[src/dictionary_encoder_linear_probe_macros.svh]
// Assertion macros shared by the dictionary encoder RTL.
// Included by modules that carry concurrent assertions; no other dependencies.
`ifndef DICTIONARY_ENCODER_LINEAR_PROBE_MACROS_SVH
`define DICTIONARY_ENCODER_LINEAR_PROBE_MACROS_SVH

// Same-cycle implication, checked on i_clk and disabled while in reset.
`define DEP_ASSERT_NOW(label, ante, cons, msg) \
    label: assert property (@(posedge i_clk) disable iff (!i_rst_n) (ante) |-> (cons)) \
        else $error(msg);

// Next-cycle implication, checked on i_clk and disabled while in reset.
`define DEP_ASSERT_NEXT(label, ante, cons, msg) \
    label: assert property (@(posedge i_clk) disable iff (!i_rst_n) (ante) |=> (cons)) \
        else $error(msg);

`endif

[src/dep_pkg.sv]
// Package for the dictionary encoder: field widths, slot record, sequencer states.
// No dependencies; imported by all other files but the assertion macro header.
package dep_pkg;

    localparam int VALUE_W  = 64;
    localparam int CODE_W   = 10;
    localparam int COUNT_W  = 11;
    localparam int TSIZE_W  = 11;
    localparam int BYTES_W  = 4;
    localparam int CFG_AW   = 2;
    localparam int CFG_DW   = 11;

    localparam logic [CFG_AW-1:0] REG_TABLE_SIZE   = 2'd0;
    localparam logic [CFG_AW-1:0] REG_VALUE_BYTES  = 2'd1;
    localparam logic [CFG_AW-1:0] REG_STORED_BYTES = 2'd2;

    localparam logic OP_ENCODE = 1'b0;
    localparam logic OP_CLEAR  = 1'b1;

    typedef struct packed {
        logic               used;
        logic [CODE_W-1:0]  code;
        logic [VALUE_W-1:0] key;
    } t_slot;

    typedef struct packed {
        logic [CODE_W-1:0]  code;
        logic               null_row;
        logic               new_entry;
        logic [VALUE_W-1:0] dict_word;
        logic [COUNT_W-1:0] distinct_count;
        logic               overflow;
    } t_result;

    typedef enum logic [2:0] {
        ST_SWEEP,
        ST_IDLE,
        ST_MOD,
        ST_READ,
        ST_CHECK,
        ST_FINISH
    } t_state;

    // Keeps the low nbytes bytes; zero counts as one, counts above eight keep all.
    function automatic logic [VALUE_W-1:0] byte_mask(input logic [BYTES_W-1:0] nbytes);
        logic [VALUE_W-1:0] m;
        logic [BYTES_W-1:0] n;
        n = (nbytes == '0) ? BYTES_W'(1) : nbytes;
        for (int i = 0; i < VALUE_W / 8; i++) begin
            m[i*8 +: 8] = (BYTES_W'(i) < n) ? 8'hFF : 8'h00;
        end
        return m;
    endfunction

endpackage

[src/dep_mod_unit.sv]
// Bit-serial remainder unit: 64-bit dividend modulo a narrow divisor, one bit per cycle.
// Depends on dep_pkg for the value width.
module dep_mod_unit #(
    parameter int SW = 11
) (
    input  logic                        i_clk,
    input  logic                        i_rst_n,
    input  logic                        i_start,
    input  logic [dep_pkg::VALUE_W-1:0] i_dividend,
    input  logic [SW-1:0]               i_divisor,
    output logic                        o_done,
    output logic [SW-1:0]               o_rem
);
    import dep_pkg::*;

    localparam int CW = $clog2(VALUE_W);

    logic               r_busy, n_busy;
    logic               r_done, n_done;
    logic [CW-1:0]      r_cnt, n_cnt;
    logic [VALUE_W-1:0] r_div, n_div;
    logic [SW-1:0]      r_dvs, n_dvs;
    logic [SW-1:0]      r_rem, n_rem;
    logic [SW:0]        shifted;

    always_comb begin
        shifted = {r_rem, r_div[VALUE_W-1]};
        n_busy  = r_busy;
        n_done  = 1'b0;
        n_cnt   = r_cnt;
        n_div   = r_div;
        n_dvs   = r_dvs;
        n_rem   = r_rem;
        if (i_start) begin
            n_busy = 1'b1;
            n_cnt  = '0;
            n_div  = i_dividend;
            n_dvs  = i_divisor;
            n_rem  = '0;
        end else if (r_busy) begin
            n_div = {r_div[VALUE_W-2:0], 1'b0};
            if (shifted >= {1'b0, r_dvs}) begin
                n_rem = SW'(shifted - {1'b0, r_dvs});
            end else begin
                n_rem = shifted[SW-1:0];
            end
            n_cnt = r_cnt + CW'(1);
            if (r_cnt == CW'(VALUE_W - 1)) begin
                n_busy = 1'b0;
                n_done = 1'b1;
            end
        end
    end

    always_ff @(posedge i_clk) begin
        if (!i_rst_n) begin
            r_busy <= 1'b0;
            r_done <= 1'b0;
            r_cnt  <= '0;
        end else begin
            r_busy <= n_busy;
            r_done <= n_done;
            r_cnt  <= n_cnt;
        end
        r_div <= n_div;
        r_dvs <= n_dvs;
        r_rem <= n_rem;
    end

    assign o_done = r_done;
    assign o_rem  = r_rem;

endmodule

[config.mk]
export PLATFORM = sky130hd
export DESIGN_NAME = dep_mod_unit
export DESIGN_NICKNAME = d
export VERILOG_FILES = /design/src/dictionary_encoder_linear_probe_macros.svh /design/src/dep_pkg.sv /design/src/dep_mod_unit.sv
export SDC_FILE = /design/constraint.sdc
export NUM_CORES = 1
export LEC_CHECK = 0
export ABC_CLOCK_PERIOD_IN_PS = 4300
export BUFFER_PORTS_ARGS = -buffer_cell sky130_fd_sc_hd__buf_2
export CAP_MARGIN = 20
export CORE_AREA = 2 2 93 95
export DETAILED_ROUTE_END_ITERATION = 6
export DIE_AREA = 0 0 95 97
export PLACE_DENSITY = 0.88
export SYNTH_ARGS = -nofsm -noshare
export SYNTH_HDL_FRONTEND = slang
export SYNTH_SLANG_ARGS = --single-unit
[constraint.sdc]
create_clock -name i_clk -period 4.3 [get_ports i_clk]
set_input_delay 0.645 -clock i_clk [delete_from_list [all_inputs] [get_ports i_clk]]
set_output_delay 0.645 -clock i_clk [all_outputs]
set_load 0.005 [all_outputs]
* Word-level counts from Yosys, hierarchy flattened
Cells that the tools add are included.
** Storage, ports and cells
- Bits in registers :: 94
- Latch bits :: 0
- Memory bits (writable) :: 0
- Bits in read-only memories :: 0
- Output and inout port bits :: 12
- Memories :: 0
** Cells by class
- $add $sub $neg :: 2
- $mul :: 0
- Div/mod/pow operators :: 0
- Magnitude comparators :: 1
- Equality and inequality tests :: 1
- Shift-type cells :: 0
- Mux-type cells :: 7
- Bitwise logic cells :: 2
- Reduce and logical (&&, ||, !) cells :: 3
** Operators with widths (number)
- 2-to-1 mux 64 bit :: 2
- greater-or-equal comparator 12 x 11 -> 1 bit :: 1
- 2-to-1 mux 11 bit :: 1
- subtractor 11 bit :: 1
- adder 6 x 1 -> 6 bit, second input constant :: 1
- == test 6 bit, second input constant :: 1
- 2-to-1 mux 1 bit :: 4
- OR reduction 3 bit :: 1
- inverter 1 bit :: 2
- nonzero test 2 bit :: 1
- OR reduction 2 bit :: 1

* Depth between registers and ports, before layout
- Depth in word-level cells :: 4
- Gate-level depth with buffers :: 10

* Least setup slack after synthesis
Ideal clock, no wire load.
- Kind :: input port to flip-flop
- From :: in i_start
- To :: reg r_div[0] (enable)
- Library setup time :: 0.418 ns
- Arrival time :: 2.286 ns
- Slack :: 1.596 ns
- Stages :: 3
- Cells stage by stage :: clkbuf_1 nor2_1 inv_1
** Between the ends
- Cells in the longest elaborated chain, start to end :: 1
** Ends and longest elaborated chain
- start, declared :: RTL line dep_mod_unit.sv:8 : input logic i_start,
- nonzero test 2 bit (no source line)
- end signal, assigned :: RTL line dep_mod_unit.sv:65 : r_div <= n_div;
- end, declared :: RTL line dep_mod_unit.sv:21 : logic [VALUE_W-1:0] r_div, n_div;
Every way passes these cells.
A chain may end at the register's enable or synchronous reset.

* Worst setup path after layout
- From :: reg r_dvs[0]
- To :: reg r_rem[4], in the netlist o_rem[4]
** Between the ends
- Cells in the longest elaborated chain, start to end :: 2
** Ends and longest elaborated chain
- start, declared :: RTL line dep_mod_unit.sv:22 : logic [SW-1:0] r_dvs, n_dvs;
- start signal, assigned :: RTL line dep_mod_unit.sv:66 : r_dvs <= n_dvs;
- subtractor 11 bit / greater-or-equal comparator 12 x 11 -> 1 bit (equally long branches) :: RTL line dep_mod_unit.sv:43, dep_mod_unit.sv:42
- 2-to-1 mux 11 bit * :: RTL line dep_mod_unit.sv:42 : if (shifted >= {1'b0, r_dvs}) begin
- end signal, assigned :: RTL line dep_mod_unit.sv:67 : r_rem <= n_rem;
- end, declared :: RTL line dep_mod_unit.sv:23 : logic [SW-1:0] r_rem, n_rem;
Mark *: on every way between the ends. The rest lies on a longest branch, timed or not.

==> summary by stage <==
Run status
The run finished with clean final reports.

Timing
The number of pins exceeding their max-slew limit in the final report is 0. The worst relative slew slack is 0.353. The worst hold slack across all endpoints is ~470 ps.

Setup violations remaining at the end of the flow were counted as 0. Setup repair after global routing left no endpoint under its margin. Timing would allow up to 379 MHz. The total count of hold-check failures in the final report is 0. The sum of negative setup slack is 0 ps. The share of the clock period used by the worst path after layout is 0.614.

The post-layout minimum cycle time is about 2600 ps. The largest clock skew in the final design is between 10 and 15 ps. At the pin with the least slew margin, the transition time is around 970 ps.

Global routing
For this run the aggregate overflow at the end of global routing stands at 0. The number of antenna violations at the first check in global routing is 0. The wire length of the first global-routing pass is roughly 14 mm.

For this run, the total global-route usage over all layers was measured as 0.198. The number of global-route vias before repair is approximately 3,000. The largest net degree at the start of global routing is around 80.

Placed design
The HPWL after detailed placement is 5.90 mm. Port buffering added around 90 buffers. The post-place instance area is between 4000 and 5000 sq um. The weighted congestion reported at the end of routability-driven placement is between 0.9 and 1.

Yosys
The post-synthesis cell type with the largest combined area is edfxtp_1. The synthesis-stage register bit count is 94. Ranked by total cell area, the synthesized netlist is headed by edfxtp_1 52%, mux2_2 17%, dfxtp_1 8.7%.

edfxtp_1 is the most common cell in the netlist. The number of synthesized flops with an enable pin is 75. In this run the cell area of the synthesized design comes to around 4400 sq um. The total nets after synthesis is slightly above 400. Averaged over all synthesized cells, the footprint is between 10 and 15 sq um. In the synthesized netlist the async set-or-reset flop fraction comes to 0. After synthesis, the most frequently instantiated cells are 75 x edfxtp_1, 65 x mux2_2, 20 x nor2_1, 19 x dfxtp_1, 16 x inv_1.

The most used flip-flop cell after synthesis is edfxtp_1. The share of the synthesized area in the top cell type is 0.516. The Yosys step of the flow raised 0 warnings.

The gate count of the mapped netlist is roughly 320. For this run, the register share of the synthesized area comes to 0.603. Synthesis instantiated 45 different standard cells from the library.

Power
The share of total power consumed by net switching is 0.232. The switching power is 443 uW. The share of power burned in the clock network is 0.300. The sequential group share of total power is 0.578.

After layout, the design draws a total of 1.91 mW. The internal power component is between 1 and 1.5 mW. The combinational cell fraction of total power is 0.122. The total leakage power is around 2.1 nW. IR analysis of the VDD net gives a maximum drop of ~0.22 mV. Power spread over the standard cell area amounts to between 300 and 400 nW/um^2.

Clocking
TritonCTS built the clock tree. The count of instances resized after the clock tree is built is 0. The CTS sink count is 94. The clock buffer count from CTS is 9. Hold repair after CTS inserted 0 buffers. The cell at the root of the clock tree is clkbuf_8. After clock tree synthesis, the setup repair step added 0 buffers.

The number of levels the H-tree was split into is 3. Clock latency on the worst-skew pair, taken at its later pin, is approximately 350 ps. After clock tree synthesis, the clock-pin slew on the worst setup and hold paths is roughly 90 ps. The maximum clock insertion buffer count is 2.

Finish
The filler cell count in the final layout is ~630. The final layout contains approximately 500 nets. For this run, the share of the core covered by cells in the final layout is 0.627. The number of antenna diodes in the final layout is 0.

The signed area change from the synthesized netlist to the final layout is 16.9%. The proportion of layout cells with a drive suffix above 1 is 0.427. The multi-input combinational cells in the finished layout cover a total of 1630 sq um. The sequential cells in the finished layout cover a total of between 2000 and 3000 sq um. Once layout is done, the placed cells without fillers occupy a little over 5000 sq um.

Detailed routing
The violation count after the first detailed-routing iteration is between 100 and 150. After detailed routing, the average wire length per cell comes to around 16 microns. The final wirelength is about 8.3 mm. After detailed routing, the number of remaining DRC violations is 0. Detailed routing inserted a total of 2,893 vias.

Dividing the detail-routed via count by the number of cells gives about 5.6. In this run the remaining antenna-violating nets after routing total 0. The pre-antenna-repair detailed-routing pass consisted of 4 iterations.

Setup path
The endpoint required time on the critical path is between 4000 and 5000 ps. The endpoint arrival time on the critical path is approximately 2900 ps. Along the worst path, the maximum fanout reaches 8. The critical path endpoint category is a flop. The startpoint type of the worst setup path is a flop.

The startpoint-to-endpoint class of the critical path is flop to flop.

Floorplan
The count of boundary I/O pins is 90. The number of placement rows is 33. The placeable core region is 8130 sq um.

Measured along the x axis, the die boundary spans between 90 and 100 microns. For this configuration, the core starts out at a cell density of 0.537. From bottom edge to top edge, the die measures 97 microns.

The die footprint is between 9000 and 10,000 sq um.

Job
The number of maximum-capacitance violations is 0.

Hold path
The class of the tightest hold or removal check is primary input to flop.
[metal layers]
layer / global-route usage / part of all wire / vias to the layer above
met5: 0 / 0 / -
met4: 0.0925 / 0.020 / 0
met3: 0.0615 / 0.075 / 17
met2: 0.306 / 0.48 / 109
met1: 0.254 / 0.43 / 1392
li1: - / - / 1375
[state kept, by name, summed over array words and instances, names as in the netlist]
name    flops
r_div      64
o_rem      11
r_dvs      11
r_busy      1
o_done      1
r_cnt       6
[power by group through the flow]
| stage | clock network, mW | registers, mW | logic, mW |
|---|---|---|---|
| finish | 0.573 | 1.10 | 0.233 |
| CTS | 0.593 | 1.11 | 0.234 |
| detailed placement | 0 | 1.13 | 0.233 |
| floorplan | 0 | 1.11 | 0.161 |
| global placement | 0 | 1.12 | 0.224 |
| global route | 0.628 | 1.11 | 0.261 |
[worst max-delay path, stage by stage (launching register included)]
cell	delay, ps
edfxtp_1	390
ha_1	220
fa_1	400
nand2b_2	210
o2bb2ai_2	140
a211o_1	370
nand2_1	230
mux2_2	370
a22o_1	200
[through the flow]
| step | instances | setup slack (ps) |
|---|---|---|
| 2_1_floorplan | 318 | 1600 |
| 4_1_cts | 520 | 1650 |
| 3_3_place_gp | 504 | 1760 |
| 3_5_place_dp | 504 | 1690 |
| 6_report | 520 | 1660 |
| 5_1_grt | 520 | 1560 |
[final cells by class]
cell class,instances,area share
Timing Repair Buffer,91,0.0907
Multi-Input combinational cell,198,0.319
Tap cell,105,0.0257
Sequential cell,94,0.516
Clock buffer,11,0.0257
Clock inverter,5,0.0115
Inverter,16,0.0118
[layout by cell type (no fill, tap or decap), types with 2 or more instances in the layout]
cell and n:
nor3_1 3, o21ai_0 15, nor2_1 20, or3_1 3, nand2b_1 3, clkinvlp_4 2, a22o_1 3, o21a_1 5
mux2i_1 2, a21oi_1 14, nor2b_1 2, xor2_1 4, xnor2_1 4, edfxtp_1 75, buf_2 88, a21o_1 2
nand3_1 2, nand4_1 4, buf_4 3, a211oi_1 2, nand2_1 13, clkbuf_8 9, clkbuf_1 2, mux2_2 65
inv_1 15, ha_1 12, dfxtp_1 19
[path summary, 6_finish.rpt]
path	startpoint	end	slack [ps]	depth (start not counted)
worst max-delay path	r_dvs[0]	o_rem[4]	1660	8
worst min-delay path	i_divisor[8]	r_dvs[8]	470	1
worst min register to register	r_cnt[5]	o_done	500	2
worst max register to register	r_dvs[0]	o_rem[4]	1660	8
[cell families after synthesis]
logic type,after synthesis,synth area share
compound gates,52,0.0794
xor+xnor,8,0.0161
fa+ha+maj,13,0.0390
buf+inv,26,0.0241
flops,94,0.603
mux,67,0.172
simple gates,58,0.0659
Power figures use the tool's default switching activity.
